File: src/adtg_pkg.sv
// Shared types and constants of the audio DMA tick generator.
// Used by every RTL file of the block; depends on nothing.
`default_nettype none

package adtg_pkg;

  localparam int unsigned CyclesW        = 10;
  localparam int unsigned AddrW          = 20;
  localparam int unsigned SlotW          = 10;
  localparam int unsigned QuotW          = 17;
  localparam int unsigned CfgIdxW        = 3;
  localparam int unsigned CfgDataW       = 32;
  localparam int unsigned PeriphRamWords = 1048576;
  localparam int unsigned TickRate       = 48000;
  localparam int unsigned MaxTicks       = 64;
  localparam int unsigned QueueDepth     = 4;
  localparam logic [31:0] ClockMinHz     = 32'd1000000;
  localparam logic [31:0] ClockResetHz   = 32'd12500000;
  localparam logic [QuotW-1:0] ResetQuot = QuotW'(ClockResetHz / TickRate);
  localparam logic [15:0] ResetRem       = 16'(ClockResetHz % TickRate);

  typedef enum logic [CfgIdxW-1:0] {
    CFG_LEFT_OFFSET  = 3'd0,
    CFG_RIGHT_OFFSET = 3'd1,
    CFG_SIZE_MASK    = 3'd2,
    CFG_RATE_DIVIDER = 3'd3,
    CFG_MAIN_CLOCK   = 3'd4
  } cfg_idx_e;

  typedef struct packed {
    logic             busy;
    logic [QuotW-1:0] quot;
    logic [15:0]      rem;
  } clk_div_t;

  typedef struct packed {
    logic               valid;
    logic [CyclesW-1:0] cycles;
  } queue_word_t;

  typedef struct packed {
    logic [AddrW-1:0] left_address;
    logic [AddrW-1:0] right_address;
    logic             take_high_half;
    logic [SlotW-1:0] buffer_slot;
    logic [15:0]      clock_187;
    logic             half_buffer_event;
    logic             last;
  } res_t;

endpackage

`default_nettype wire

File: src/adtg_in_if.sv
// Input channel of the tick generator: one word of elapsed cycles.
// Depends on adtg_pkg.
`default_nettype none

interface adtg_in_if;
  logic                        valid;
  logic                        ready;
  logic [adtg_pkg::CyclesW-1:0] cycles;

  modport source (output valid, output cycles, input ready);
  modport sink   (input valid, input cycles, output ready);
endinterface

`default_nettype wire

File: src/adtg_out_if.sv
// Result channel of the tick generator: one word per audio tick.
// Depends on adtg_pkg.
`default_nettype none

interface adtg_out_if;
  logic                       valid;
  logic                       ready;
  logic [adtg_pkg::AddrW-1:0] left_address;
  logic [adtg_pkg::AddrW-1:0] right_address;
  logic                       take_high_half;
  logic [adtg_pkg::SlotW-1:0] buffer_slot;
  logic [15:0]                clock_187;
  logic                       half_buffer_event;
  logic                       last;

  modport source (output valid, output left_address, output right_address,
                  output take_high_half, output buffer_slot, output clock_187,
                  output half_buffer_event, output last, input ready);
  modport sink   (input valid, input left_address, input right_address,
                  input take_high_half, input buffer_slot, input clock_187,
                  input half_buffer_event, input last, output ready);
endinterface

`default_nettype wire

File: src/adtg_div.sv
// Main clock register and its split into cycles per tick and remainder.
// Depends on adtg_pkg.
`default_nettype none

module adtg_div (
  input  wire logic                          clk_i,
  input  wire logic                          rst_ni,
  input  wire logic                          cfg_we_i,
  input  wire logic [adtg_pkg::CfgIdxW-1:0]  cfg_idx_i,
  input  wire logic [adtg_pkg::CfgDataW-1:0] cfg_data_i,
  output adtg_pkg::clk_div_t                 div_o
);

  localparam logic [25:0] Recip375 = 26'd45812985;
  localparam logic [24:0] Div375   = 25'd375;

  logic                       busy_q, busy_d;
  logic                       phase_q, phase_d;
  logic [31:0]                dvd_q, dvd_d;
  logic [adtg_pkg::QuotW-1:0] quot_q, quot_d;
  logic [15:0]                rem_q, rem_d;
  logic [50:0]                prod;
  logic [24:0]                part;
  logic                       start;

  assign start = cfg_we_i &&
                 (adtg_pkg::cfg_idx_e'(cfg_idx_i) == adtg_pkg::CFG_MAIN_CLOCK);
  // hz / 48000 = (hz >> 7) / 375; the scaled reciprocal is exact for 25-bit operands
  assign prod  = 51'(dvd_q[31:7]) * 51'(Recip375);
  assign part  = dvd_q[31:7] - 25'(quot_q) * Div375;

  always_comb begin
    busy_d  = busy_q;
    phase_d = phase_q;
    dvd_d   = dvd_q;
    quot_d  = quot_q;
    rem_d   = rem_q;
    if (start) begin
      busy_d  = 1'b1;
      phase_d = 1'b0;
      dvd_d   = (cfg_data_i < adtg_pkg::ClockMinHz) ? adtg_pkg::ClockMinHz : cfg_data_i;
    end else if (busy_q) begin
      if (!phase_q) begin
        phase_d = 1'b1;
        quot_d  = prod[34 +: adtg_pkg::QuotW];
      end else begin
        busy_d  = 1'b0;
        phase_d = 1'b0;
        rem_d   = {part[8:0], dvd_q[6:0]};
      end
    end
  end

  always_ff @(posedge clk_i or negedge rst_ni) begin
    if (!rst_ni) begin
      busy_q  <= 1'b0;
      phase_q <= 1'b0;
      quot_q  <= adtg_pkg::ResetQuot;
      rem_q   <= adtg_pkg::ResetRem;
    end else begin
      busy_q  <= busy_d;
      phase_q <= phase_d;
      quot_q  <= quot_d;
      rem_q   <= rem_d;
    end
  end

  always_ff @(posedge clk_i) begin
    dvd_q <= dvd_d;
  end

  assign div_o.busy = busy_q;
  assign div_o.quot = quot_q;
  assign div_o.rem  = rem_q;

endmodule

`default_nettype wire

File: src/adtg_front.sv
// Front end: takes cycle words and holds them in a short queue for the tick engine.
// Depends on adtg_pkg and adtg_in_if.
`default_nettype none

module adtg_front (
  input  wire logic            clk_i,
  input  wire logic            rst_ni,
  input  wire logic            div_busy_i,
  adtg_in_if.sink              in_i,
  input  wire logic            pop_i,
  output adtg_pkg::queue_word_t q_o
);

  localparam int unsigned Depth = adtg_pkg::QueueDepth;
  localparam int unsigned PtrW  = $clog2(Depth);
  localparam int unsigned CntW  = $clog2(Depth + 1);

  logic [adtg_pkg::CyclesW-1:0] mem_q [Depth];
  logic [PtrW-1:0]              wr_ptr_q, rd_ptr_q;
  logic [CntW-1:0]              cnt_q;
  logic                         full, push, pop;

  assign full     = (cnt_q == CntW'(Depth));
  assign in_i.ready = !full && !div_busy_i;
  assign push     = in_i.valid && in_i.ready;
  assign pop      = pop_i && (cnt_q != '0);

  always_ff @(posedge clk_i or negedge rst_ni) begin
    if (!rst_ni) begin
      wr_ptr_q <= '0;
      rd_ptr_q <= '0;
      cnt_q    <= '0;
    end else begin
      if (push) begin
        wr_ptr_q <= (wr_ptr_q == PtrW'(Depth - 1)) ? '0 : wr_ptr_q + 1'b1;
      end
      if (pop) begin
        rd_ptr_q <= (rd_ptr_q == PtrW'(Depth - 1)) ? '0 : rd_ptr_q + 1'b1;
      end
      if (push && !pop) begin
        cnt_q <= cnt_q + 1'b1;
      end else if (pop && !push) begin
        cnt_q <= cnt_q - 1'b1;
      end
    end
  end

  always_ff @(posedge clk_i) begin
    if (push) begin
      mem_q[wr_ptr_q] <= in_i.cycles;
    end
  end

  assign q_o.valid  = (cnt_q != '0);
  assign q_o.cycles = mem_q[rd_ptr_q];

endmodule

`default_nettype wire

File: src/adtg_back.sv
// Tick engine: drains the cycle counter one tick per cycle into the result register, while the result channel accepts.
// Depends on adtg_pkg; holds the offset, mask and rate divider registers.
`default_nettype none

module adtg_back #(
  parameter int unsigned PeriphRamWords = adtg_pkg::PeriphRamWords
) (
  input  wire logic                          clk_i,
  input  wire logic                          rst_ni,
  input  wire logic                          cfg_we_i,
  input  wire logic [adtg_pkg::CfgIdxW-1:0]  cfg_idx_i,
  input  wire logic [adtg_pkg::CfgDataW-1:0] cfg_data_i,
  input  wire adtg_pkg::clk_div_t            div_i,
  input  wire adtg_pkg::queue_word_t         q_i,
  output logic                               pop_o,
  input  wire logic                          out_ready_i,
  output logic                               out_valid_o,
  output adtg_pkg::res_t                     out_o
);

  localparam int unsigned AddrW   = adtg_pkg::AddrW;
  localparam int unsigned NW      = $clog2(adtg_pkg::MaxTicks);
  localparam logic [31:0] RamMask = 32'(PeriphRamWords - 1);
  localparam logic [16:0] Rate17  = 17'(adtg_pkg::TickRate);

  typedef enum logic [1:0] {
    ST_IDLE = 2'b01,
    ST_TICK = 2'b10
  } state_e;

  state_e            state_q, state_d;
  logic [15:0]       left_q, right_q, size_q, rdiv_q;
  logic [31:0]       rem_q, rem_d, rem_next;
  logic [15:0]       frac_q, frac_d;
  logic [9:0]        bptr_q, bptr_d;
  logic [15:0]       sc_q, sc_d, dc_q, dc_d, t48_q, t48_d, c187_q, c187_d;
  logic [NW-1:0]     n_q, n_d;
  logic              oval_q, oval_d;
  adtg_pkg::res_t    out_q, out_d;

  logic              cond, emit_ok, tick, carry, more;
  logic [16:0]       frac_sum;
  logic [15:0]       dc_inc, t48_inc;
  logic [AddrW-1:0]  ram_m, msk, imsk, s_idx;

  assign ram_m = RamMask[AddrW-1:0];
  assign msk   = {size_q, 4'b0} & ram_m;
  assign imsk  = msk ^ ram_m;
  assign s_idx = AddrW'(sc_q[15:1]);

  assign cond     = rem_q[31] || (rem_q == '0);
  assign emit_ok  = !oval_q || out_ready_i;
  assign tick     = (state_q == ST_TICK) && cond && emit_ok;
  assign frac_sum = {1'b0, frac_q} + {1'b0, div_i.rem};
  assign carry    = (frac_sum >= Rate17);
  assign rem_next = rem_q + 32'(div_i.quot) + 32'(carry);
  assign more     = (rem_next[31] || (rem_next == '0)) &&
                    (n_q != NW'(adtg_pkg::MaxTicks - 1));
  assign dc_inc   = dc_q + 16'd1;
  assign t48_inc  = t48_q + 16'd1;
  assign pop_o    = (state_q == ST_IDLE) && q_i.valid;

  always_comb begin
    state_d = state_q;
    rem_d   = rem_q;
    frac_d  = frac_q;
    bptr_d  = bptr_q;
    sc_d    = sc_q;
    dc_d    = dc_q;
    t48_d   = t48_q;
    c187_d  = c187_q;
    n_d     = n_q;
    oval_d  = oval_q && !out_ready_i;
    out_d   = out_q;
    unique case (state_q)
      ST_IDLE: begin
        if (q_i.valid) begin
          rem_d   = rem_q - 32'(q_i.cycles);
          n_d     = '0;
          state_d = ST_TICK;
        end
      end
      ST_TICK: begin
        if (!cond) begin
          state_d = ST_IDLE;
        end else if (tick) begin
          rem_d  = rem_next;
          frac_d = carry ? 16'(frac_sum - Rate17) : frac_sum[15:0];
          bptr_d = bptr_q + 10'd1;
          t48_d  = t48_inc;
          if (dc_inc == rdiv_q) begin
            dc_d = '0;
            sc_d = sc_q + 16'd1;
          end else begin
            dc_d = dc_inc;
          end
          if (t48_inc[7:0] == 8'd0) begin
            c187_d = ((c187_q + 16'd1) & 16'hFF00) + {8'd0, t48_inc[15:8]};
          end
          n_d                     = n_q + 1'b1;
          oval_d                  = 1'b1;
          out_d.left_address      = ({left_q, 4'b0} & msk) | (s_idx & imsk);
          out_d.right_address     = ({right_q, 4'b0} & msk) | (s_idx & imsk);
          out_d.take_high_half    = !sc_q[0];
          out_d.buffer_slot       = bptr_q;
          out_d.clock_187         = c187_d;
          out_d.half_buffer_event = (bptr_q[8:0] == 9'h1FF);
          out_d.last              = !more;
          if (!more) begin
            state_d = ST_IDLE;
          end
        end
      end
      default: state_d = ST_IDLE;
    endcase
  end

  always_ff @(posedge clk_i or negedge rst_ni) begin
    if (!rst_ni) begin
      state_q <= ST_IDLE;
      rem_q   <= '0;
      frac_q  <= '0;
      bptr_q  <= '0;
      sc_q    <= '0;
      dc_q    <= '0;
      t48_q   <= '0;
      c187_q  <= '0;
      n_q     <= '0;
      oval_q  <= 1'b0;
      left_q  <= '0;
      right_q <= '0;
      size_q  <= '0;
      rdiv_q  <= '0;
    end else begin
      state_q <= state_d;
      rem_q   <= rem_d;
      frac_q  <= frac_d;
      bptr_q  <= bptr_d;
      sc_q    <= sc_d;
      dc_q    <= dc_d;
      t48_q   <= t48_d;
      c187_q  <= c187_d;
      n_q     <= n_d;
      oval_q  <= oval_d;
      if (cfg_we_i) begin
        unique case (adtg_pkg::cfg_idx_e'(cfg_idx_i))
          adtg_pkg::CFG_LEFT_OFFSET:  left_q  <= cfg_data_i[15:0];
          adtg_pkg::CFG_RIGHT_OFFSET: right_q <= cfg_data_i[15:0];
          adtg_pkg::CFG_SIZE_MASK:    size_q  <= cfg_data_i[15:0];
          adtg_pkg::CFG_RATE_DIVIDER: rdiv_q  <= cfg_data_i[15:0];
          default: ;
        endcase
      end
    end
  end

  always_ff @(posedge clk_i) begin
    out_q <= out_d;
  end

  assign out_valid_o = oval_q;
  assign out_o       = out_q;

endmodule

`default_nettype wire

File: src/audio_dma_tick_generator.sv
// Top level of the audio DMA tick generator.
// Depends on adtg_pkg, adtg_in_if, adtg_out_if, adtg_div, adtg_front and adtg_back.
//
// Each input word gives the main-clock cycles elapsed; the block answers with
// zero or more 48 kHz tick words, the final one of an item marked by last.
// Input words enter a four-word queue, one per cycle while the queue has room and
// no division runs. The tick engine takes a word from the queue, then spends one
// cycle per tick it emits (up to 52, never more than 64); a stalled result channel
// stalls the engine. Writing main_clock_hz starts a division of the clock by
// 48000 (a reciprocal multiply, then the remainder), and the input is held off
// until it finishes.
`default_nettype none

module audio_dma_tick_generator #(
  parameter int unsigned PeriphRamWords = adtg_pkg::PeriphRamWords
) (
  input  wire logic                          clk_i,
  input  wire logic                          rst_ni,
  input  wire logic                          cfg_we_i,
  input  wire logic [adtg_pkg::CfgIdxW-1:0]  cfg_idx_i,
  input  wire logic [adtg_pkg::CfgDataW-1:0] cfg_data_i,
  adtg_in_if.sink                            in_i,
  adtg_out_if.source                         out_o
);

  adtg_pkg::clk_div_t    div;
  adtg_pkg::queue_word_t q_word;
  adtg_pkg::res_t        res;
  logic                  pop;

  adtg_div u_div (
    .clk_i      (clk_i),
    .rst_ni     (rst_ni),
    .cfg_we_i   (cfg_we_i),
    .cfg_idx_i  (cfg_idx_i),
    .cfg_data_i (cfg_data_i),
    .div_o      (div)
  );

  adtg_front u_front (
    .clk_i      (clk_i),
    .rst_ni     (rst_ni),
    .div_busy_i (div.busy),
    .in_i       (in_i),
    .pop_i      (pop),
    .q_o        (q_word)
  );

  adtg_back #(
    .PeriphRamWords (PeriphRamWords)
  ) u_back (
    .clk_i       (clk_i),
    .rst_ni      (rst_ni),
    .cfg_we_i    (cfg_we_i),
    .cfg_idx_i   (cfg_idx_i),
    .cfg_data_i  (cfg_data_i),
    .div_i       (div),
    .q_i         (q_word),
    .pop_o       (pop),
    .out_ready_i (out_o.ready),
    .out_valid_o (out_o.valid),
    .out_o       (res)
  );

  assign out_o.left_address      = res.left_address;
  assign out_o.right_address     = res.right_address;
  assign out_o.take_high_half    = res.take_high_half;
  assign out_o.buffer_slot       = res.buffer_slot;
  assign out_o.clock_187         = res.clock_187;
  assign out_o.half_buffer_event = res.half_buffer_event;
  assign out_o.last              = res.last;

endmodule

`default_nettype wire

File: src/flat_wrapper.sv
// flat-port wrapper written by rule: the top's interface ports become plain ports
module audio_dma_tick_generator_flat 
#(
  parameter int unsigned PeriphRamWords = adtg_pkg::PeriphRamWords
)
  (clk_i, rst_ni, cfg_we_i, cfg_idx_i, cfg_data_i, in_i_valid, in_i_cycles, in_i_ready, out_o_valid, out_o_left_address, out_o_right_address, out_o_take_high_half, out_o_buffer_slot, out_o_clock_187, out_o_half_buffer_event, out_o_last, out_o_ready);
  adtg_in_if in_i_i ();
  adtg_out_if out_o_i ();
  input  wire logic clk_i;
  input  wire logic rst_ni;
  input  wire logic cfg_we_i;
  input  wire logic [adtg_pkg::CfgIdxW-1:0] cfg_idx_i;
  input  wire logic [adtg_pkg::CfgDataW-1:0] cfg_data_i;
  input wire logic [$bits(in_i_i.valid)-1:0] in_i_valid;
  input wire logic [$bits(in_i_i.cycles)-1:0] in_i_cycles;
  output wire logic [$bits(in_i_i.ready)-1:0] in_i_ready;
  output wire logic [$bits(out_o_i.valid)-1:0] out_o_valid;
  output wire logic [$bits(out_o_i.left_address)-1:0] out_o_left_address;
  output wire logic [$bits(out_o_i.right_address)-1:0] out_o_right_address;
  output wire logic [$bits(out_o_i.take_high_half)-1:0] out_o_take_high_half;
  output wire logic [$bits(out_o_i.buffer_slot)-1:0] out_o_buffer_slot;
  output wire logic [$bits(out_o_i.clock_187)-1:0] out_o_clock_187;
  output wire logic [$bits(out_o_i.half_buffer_event)-1:0] out_o_half_buffer_event;
  output wire logic [$bits(out_o_i.last)-1:0] out_o_last;
  input wire logic [$bits(out_o_i.ready)-1:0] out_o_ready;
  assign in_i_i.valid = in_i_valid;
  assign in_i_i.cycles = in_i_cycles;
  assign in_i_ready = in_i_i.ready;
  assign out_o_valid = out_o_i.valid;
  assign out_o_left_address = out_o_i.left_address;
  assign out_o_right_address = out_o_i.right_address;
  assign out_o_take_high_half = out_o_i.take_high_half;
  assign out_o_buffer_slot = out_o_i.buffer_slot;
  assign out_o_clock_187 = out_o_i.clock_187;
  assign out_o_half_buffer_event = out_o_i.half_buffer_event;
  assign out_o_last = out_o_i.last;
  assign out_o_i.ready = out_o_ready;
  audio_dma_tick_generator #(.PeriphRamWords(PeriphRamWords)) u_core (.clk_i(clk_i), .rst_ni(rst_ni), .cfg_we_i(cfg_we_i), .cfg_idx_i(cfg_idx_i), .cfg_data_i(cfg_data_i), .in_i(in_i_i), .out_o(out_o_i));
endmodule
File: config.mk
export PLATFORM = sky130hd
export DESIGN_NAME = audio_dma_tick_generator_flat
export DESIGN_NICKNAME = d
export VERILOG_FILES = /design/src/adtg_pkg.sv /design/src/adtg_in_if.sv /design/src/adtg_out_if.sv /design/src/adtg_div.sv /design/src/adtg_front.sv /design/src/adtg_back.sv /design/src/audio_dma_tick_generator.sv /design/src/flat_wrapper.sv
export SDC_FILE = /design/constraint.sdc
export NUM_CORES = 1
export LEC_CHECK = 0
export ABC_AREA = 1
export BUFFER_PORTS_ARGS = -buffer_cell sky130_fd_sc_hd__buf_2
export CAP_MARGIN = 10
export CORE_UTILIZATION = 66
export CTS_CLUSTER_DIAMETER = 50
export DETAILED_ROUTE_END_ITERATION = 10
export PLACE_DENSITY_LB_ADDON = 0.3
export RECOVER_POWER = 100
export REMOVE_ABC_BUFFERS = 1
export SETUP_SLACK_MARGIN = 0.3
export SLEW_MARGIN = 20
export SYNTH_ARGS = -nofsm -noshare
export SYNTH_HDL_FRONTEND = slang
export SYNTH_SLANG_ARGS = --single-unit
File: constraint.sdc
create_clock -name clk_i -period 14.6 [get_ports clk_i]
set_clock_uncertainty 0.05 [all_clocks]
set_input_delay 0.73 -clock clk_i [delete_from_list [all_inputs] [get_ports clk_i]]
set_output_delay 0.73 -clock clk_i [all_outputs]
set_load 0.005 [all_outputs]
==> impl_results.html <==
<table>
<tr><th>Metric</th><th>Value</th></tr>
<tr><th colspan="2">STA</th></tr>
<tr><td>Count of endpoints failing hold in the final timing report</td><td>0</td></tr>
<tr><td>Tcrit/Tclk final</td><td>60.0%</td></tr>
<tr><td>Period minus WS final</td><td>8.77 ns</td></tr>
<tr><td>Highest clock rate</td><td>0.114 GHz</td></tr>
<tr><td>Final-layout setup total negative slack</td><td>0 ns</td></tr>
<tr><td>Final Setup Violations</td><td>0</td></tr>
<tr><td>Unrepaired setup endpoints after global routing</td><td>no</td></tr>
<tr><td>Total count of max-transition violations in the final report</td><td>425</td></tr>
<tr><td>Transition time at the pin with the least slew margin</td><td>6.12 ns</td></tr>
<tr><td>Worst-case headroom to the max-slew limit</td><td>-308%</td></tr>
<tr><th colspan="2">Critical path</th></tr>
<tr><td>Endpoint class of the critical path</td><td>flop</td></tr>
<tr><td>Data required time of the worst path</td><td>15.06 ns</td></tr>
<tr><td>CP dominant cell by count</td><td>nand2_1</td></tr>
<tr><td>Critical setup path kind</td><td>flop to flop</td></tr>
<tr><td>Kind of start point of the critical path</td><td>flop</td></tr>
<tr><td>Cells along the critical path</td><td>inv_1, nand2_1, clkbuf_1, clkinv_1, nand2_1, inv_1, nand2_2, clkbuf_1, inv_6, clkbuf_1, nand4_1, nand2_1, nand2_1</td></tr>
<tr><td>Critical path peak fanout</td><td>91</td></tr>
<tr><td>Cell with the largest stage delay on the worst path</td><td>clkbuf_1</td></tr>
<tr><td>Critical path arrival</td><td>9.22 ns</td></tr>
<tr><td>Delay contributed by the slowest stage of the critical path</td><td>1.98 ns</td></tr>
<tr><th colspan="2">Outcome</th></tr>
<tr><td>Violated checks</td><td>capacitance limit, slew limit</td></tr>
<tr><td>Status</td><td>complete, but fails checks</td></tr>
<tr><th colspan="2">Logic synthesis</th></tr>
<tr><td>Sequential-to-total area share from yosys stat</td><td>30.8%</td></tr>
<tr><td>Multiplexer area fraction after synthesis</td><td>0.0690%</td></tr>
<tr><td>Mean instance size in the synthesized netlist</td><td>8.59 um2</td></tr>
<tr><td>Ranking of synthesized cells by area</td><td>dfrtp_1 (18%), fa_1 (17%), ha_1 (13%), edfxtp_1 (13%), nand2_1 (9.9%)</td></tr>
<tr><td>Most frequently used cell type in the post-synthesis netlist</td><td>nand2_1</td></tr>
<tr><td>EDFF count, synth</td><td>137</td></tr>
<tr><td>Yosys top cell by area</td><td>dfrtp_1</td></tr>
<tr><td>Simple-gate portion of the synthesized area</td><td>18.9%</td></tr>
<tr><td>Xor/xnor share of the synthesized area</td><td>3.37%</td></tr>
<tr><td>Synth warnings</td><td>0</td></tr>
<tr><td>Number of unique standard cell types used by synthesis</td><td>65</td></tr>
<tr><td>Mapped Cells</td><td>3,802</td></tr>
<tr><td>Adder-cell share of the synthesized area</td><td>29.9%</td></tr>
<tr><td>Register bit count reported by yosys</td><td>374</td></tr>
<tr><td>Top cells by instance count after synthesis</td><td>nand2_1 (858), inv_1 (688), ha_1 (346)</td></tr>
<tr><td>FFs w/ async S/R, synth</td><td>63.4%</td></tr>
<tr><td>Netlist Area Pre-Place</td><td>32,700 um2</td></tr>
<tr><td>Largest family of logic cells by synthesized area</td><td>adder cells</td></tr>
<tr><td>Dominant synthesized flop cell</td><td>dfrtp_1</td></tr>
<tr><td>Share of Yosys cell area claimed by the top area cell type</td><td>17.5%</td></tr>
<tr><td>Compound-Gate Fraction of Synth Area</td><td>7.79%</td></tr>
<tr><th colspan="2">Clocking</th></tr>
<tr><td>Later-pin clock latency in the skew report</td><td>0.60 ns</td></tr>
<tr><td>Number of gates given a new drive strength after cts</td><td>0</td></tr>
<tr><td>Hold buffer count at CTS</td><td>0</td></tr>
<tr><td>Setup fix buffers added after clock tree synthesis</td><td>0</td></tr>
<tr><td>Maximum number of buffers from clock root to sink</td><td>3</td></tr>
<tr><td>Clock-pin slew of the registers on the worst-case setup and hold paths</td><td>0.06 ns</td></tr>
<tr><td>CTS Buf Count</td><td>48</td></tr>
<tr><td>CTS tree</td><td>built</td></tr>
<tr><td>Root Buffer</td><td>clkbuf_16</td></tr>
<tr><td>CTS H-tree depth</td><td>2</td></tr>
<tr><td>Clock sink count</td><td>374</td></tr>
<tr><th colspan="2">Route</th></tr>
<tr><td>Final Routed Wirelength</td><td>80,300 um</td></tr>
<tr><td>1st-pass router iterations</td><td>5</td></tr>
<tr><td>Total number of vias</td><td>25,867</td></tr>
<tr><td>First DRT Iteration DRCs</td><td>2,049</td></tr>
<tr><td>Per-cell routed wire length</td><td>17.4 um</td></tr>
<tr><td>Drt via density</td><td>5.62</td></tr>
<tr><td>Post-DRT Antenna Nets</td><td>0</td></tr>
<tr><td>Post-detailed-route DRC marker count</td><td>0</td></tr>
<tr><th colspan="2">Floorplanning</th></tr>
<tr><td>Placement Rows</td><td>81</td></tr>
<tr><td>Area of the die</td><td>50,400 um2</td></tr>
<tr><td>Die H</td><td>224 um</td></tr>
<tr><td>Width of the die</td><td>224 um</td></tr>
<tr><td>Ports</td><td>121</td></tr>
<tr><td>Starting density of the core</td><td>66.9%</td></tr>
<tr><td>CORE AREA</td><td>48,800 um2</td></tr>
<tr><th colspan="2">Finish</th></tr>
<tr><td>Net count reported at finish</td><td>4,570</td></tr>
<tr><td>Fraction of layout cells with a size suffix above 1</td><td>5.18%</td></tr>
<tr><td>Number of inserted diodes</td><td>0</td></tr>
<tr><td>Post-Route Utilization</td><td>72.4%</td></tr>
<tr><td>Area growth from synthesis to layout</td><td>8.33%</td></tr>
<tr><th colspan="2">Place</th></tr>
<tr><td>Final weighted congestion in routability-driven placement</td><td>1.01</td></tr>
<tr><td>Post-DP HPWL</td><td>62,600 um</td></tr>
<tr><td>Port bufs</td><td>120</td></tr>
<tr><th colspan="2">Run</th></tr>
<tr><td>Max-Cap Viols</td><td>7</td></tr>
<tr><th colspan="2">GRT</th></tr>
<tr><td>Gr ovfl total</td><td>0</td></tr>
<tr><td>Via count of the first global-routing pass</td><td>25,793</td></tr>
<tr><td>All-layer global routing usage</td><td>32.8%</td></tr>
<tr><td>Largest net degree at the start of global routing</td><td>111</td></tr>
<tr><td>Global-route wire length before repair</td><td>131,000 um</td></tr>
<tr><td>Initial antenna violation count</td><td>0</td></tr>
<tr><th colspan="2">Hold path</th></tr>
<tr><td>Class of the tightest hold or removal check</td><td>input pin to flop</td></tr>
</table>
[placed cells by master (no fill, tap or decap), types with 8 or more instances in the layout]
master       n
a31oi_1     16
buf_2       57
clkbuf_1    80
nor3_1      44
o31ai_1      8
edfxtp_1   137
fa_1       272
nor2_1     252
o21a_1      11
clkbuf_16   55
nand3_1    142
dfrtp_1    229
a32o_1       8
nor4_1      16
or2_2       21
xor2_1      74
o21ai_0    222
nand3b_1    11
nand2_2     10
xnor2_1     46
nand2_1    858
inv_1      689
a21oi_1    148
ha_1       346
dfstp_2      8
nand4_1     65
[registers in the layout, indices dropped and copies added (netlist names), 2 cells and up]
name                     count
u_core.u_front.rd_ptr_q      2
u_core.u_back.c187_q        16
u_core.u_back.out_o         65
u_core.u_back.size_q        16
u_core.u_back.dc_q          16
u_core.u_div.quot_q         17
u_core.u_back.rem_q         32
u_core.u_back.rdiv_q        16
u_core.u_front.mem_q        40
u_core.u_div.rem_q          16
u_core.u_back.t48_q         16
u_core.u_back.state_q        2
u_core.u_back.n_q            6
u_core.u_div.dvd_q          32
u_core.u_front.cnt_q         3
u_core.u_back.left_q        16
u_core.u_back.sc_q          16
u_core.u_back.bptr_q        10
u_core.u_back.frac_q        16
u_core.u_front.wr_ptr_q      2
u_core.u_back.right_q       16
[stage by stage]
step,hold WS [ns],setup WS [ns],area (um2),cells
floorplan,0.375,8.55,32300,3720
global placement,0.378,8.21,33800,4515
global route,0.277,4.83,35400,4606
detailed placement,0.383,8.09,33800,4516
CTS,0.180,8.08,35600,4606
finish,0.287,5.83,35400,4606
[layout make-up]
type                    instances  area [um2]
flip-flops and latches        374       10100
multi-input cells            2653       19600
well taps                     664         831
fillers                      3794       13500
repair buffers                132         574
clock inverters                26         312
inverters                     693        2610
clock buffers                  64        1430
[cells by family after synthesis]
logic type / count (synthesis)
buffers and inverters: 775
AOI/OAI and AO/OA: 462
DFF: 374
xor gates and xnor gates: 123
adders and majority gates: 618
muxes: 2
and+or+nand+nor: 1448
[critical path: cells and delay by family (launching register included)]
family / cells / cell delay (ns)
buffers and inverters: 7 / 6.12
and+or+nand+nor: 6 / 1.88
DFF: 1 / 0.51
[final timing paths]
path                                     startpoint                    endpoint  slack (ns)  depth (start not counted)
hold reg to reg               u_core.u_div.dvd_q[0]       u_core.u_div.rem_q[0]        0.39                          2
max in group asynchronous                    rst_ni    u_core.u_back.right_q[0]        6.47                          3
hold / removal                       cfg_data_i[23]      u_core.u_div.dvd_q[23]        0.29                          1
min in group asynchronous                    rst_ni  u_core.u_front.wr_ptr_q[1]        2.35                          1
setup / recovery           u_core.u_back.state_q[0]       u_core.u_back.sc_q[0]        5.83                         13
setup reg to reg           u_core.u_back.state_q[0]       u_core.u_back.sc_q[0]        5.83                         13
[routing by layer]
layer	vias up	GRT usage, %	wire [um]
met3	157	5.30	5780
met1	12395	44.4	33900
met2	964	54.3	38200
met5	-	0	0
met4	0	10.6	2450
li1	12351	-	-
Power is left out: the tool's default activity adds up to more than one toggle a clock period on the data nets, which glitch-free logic cannot reach.
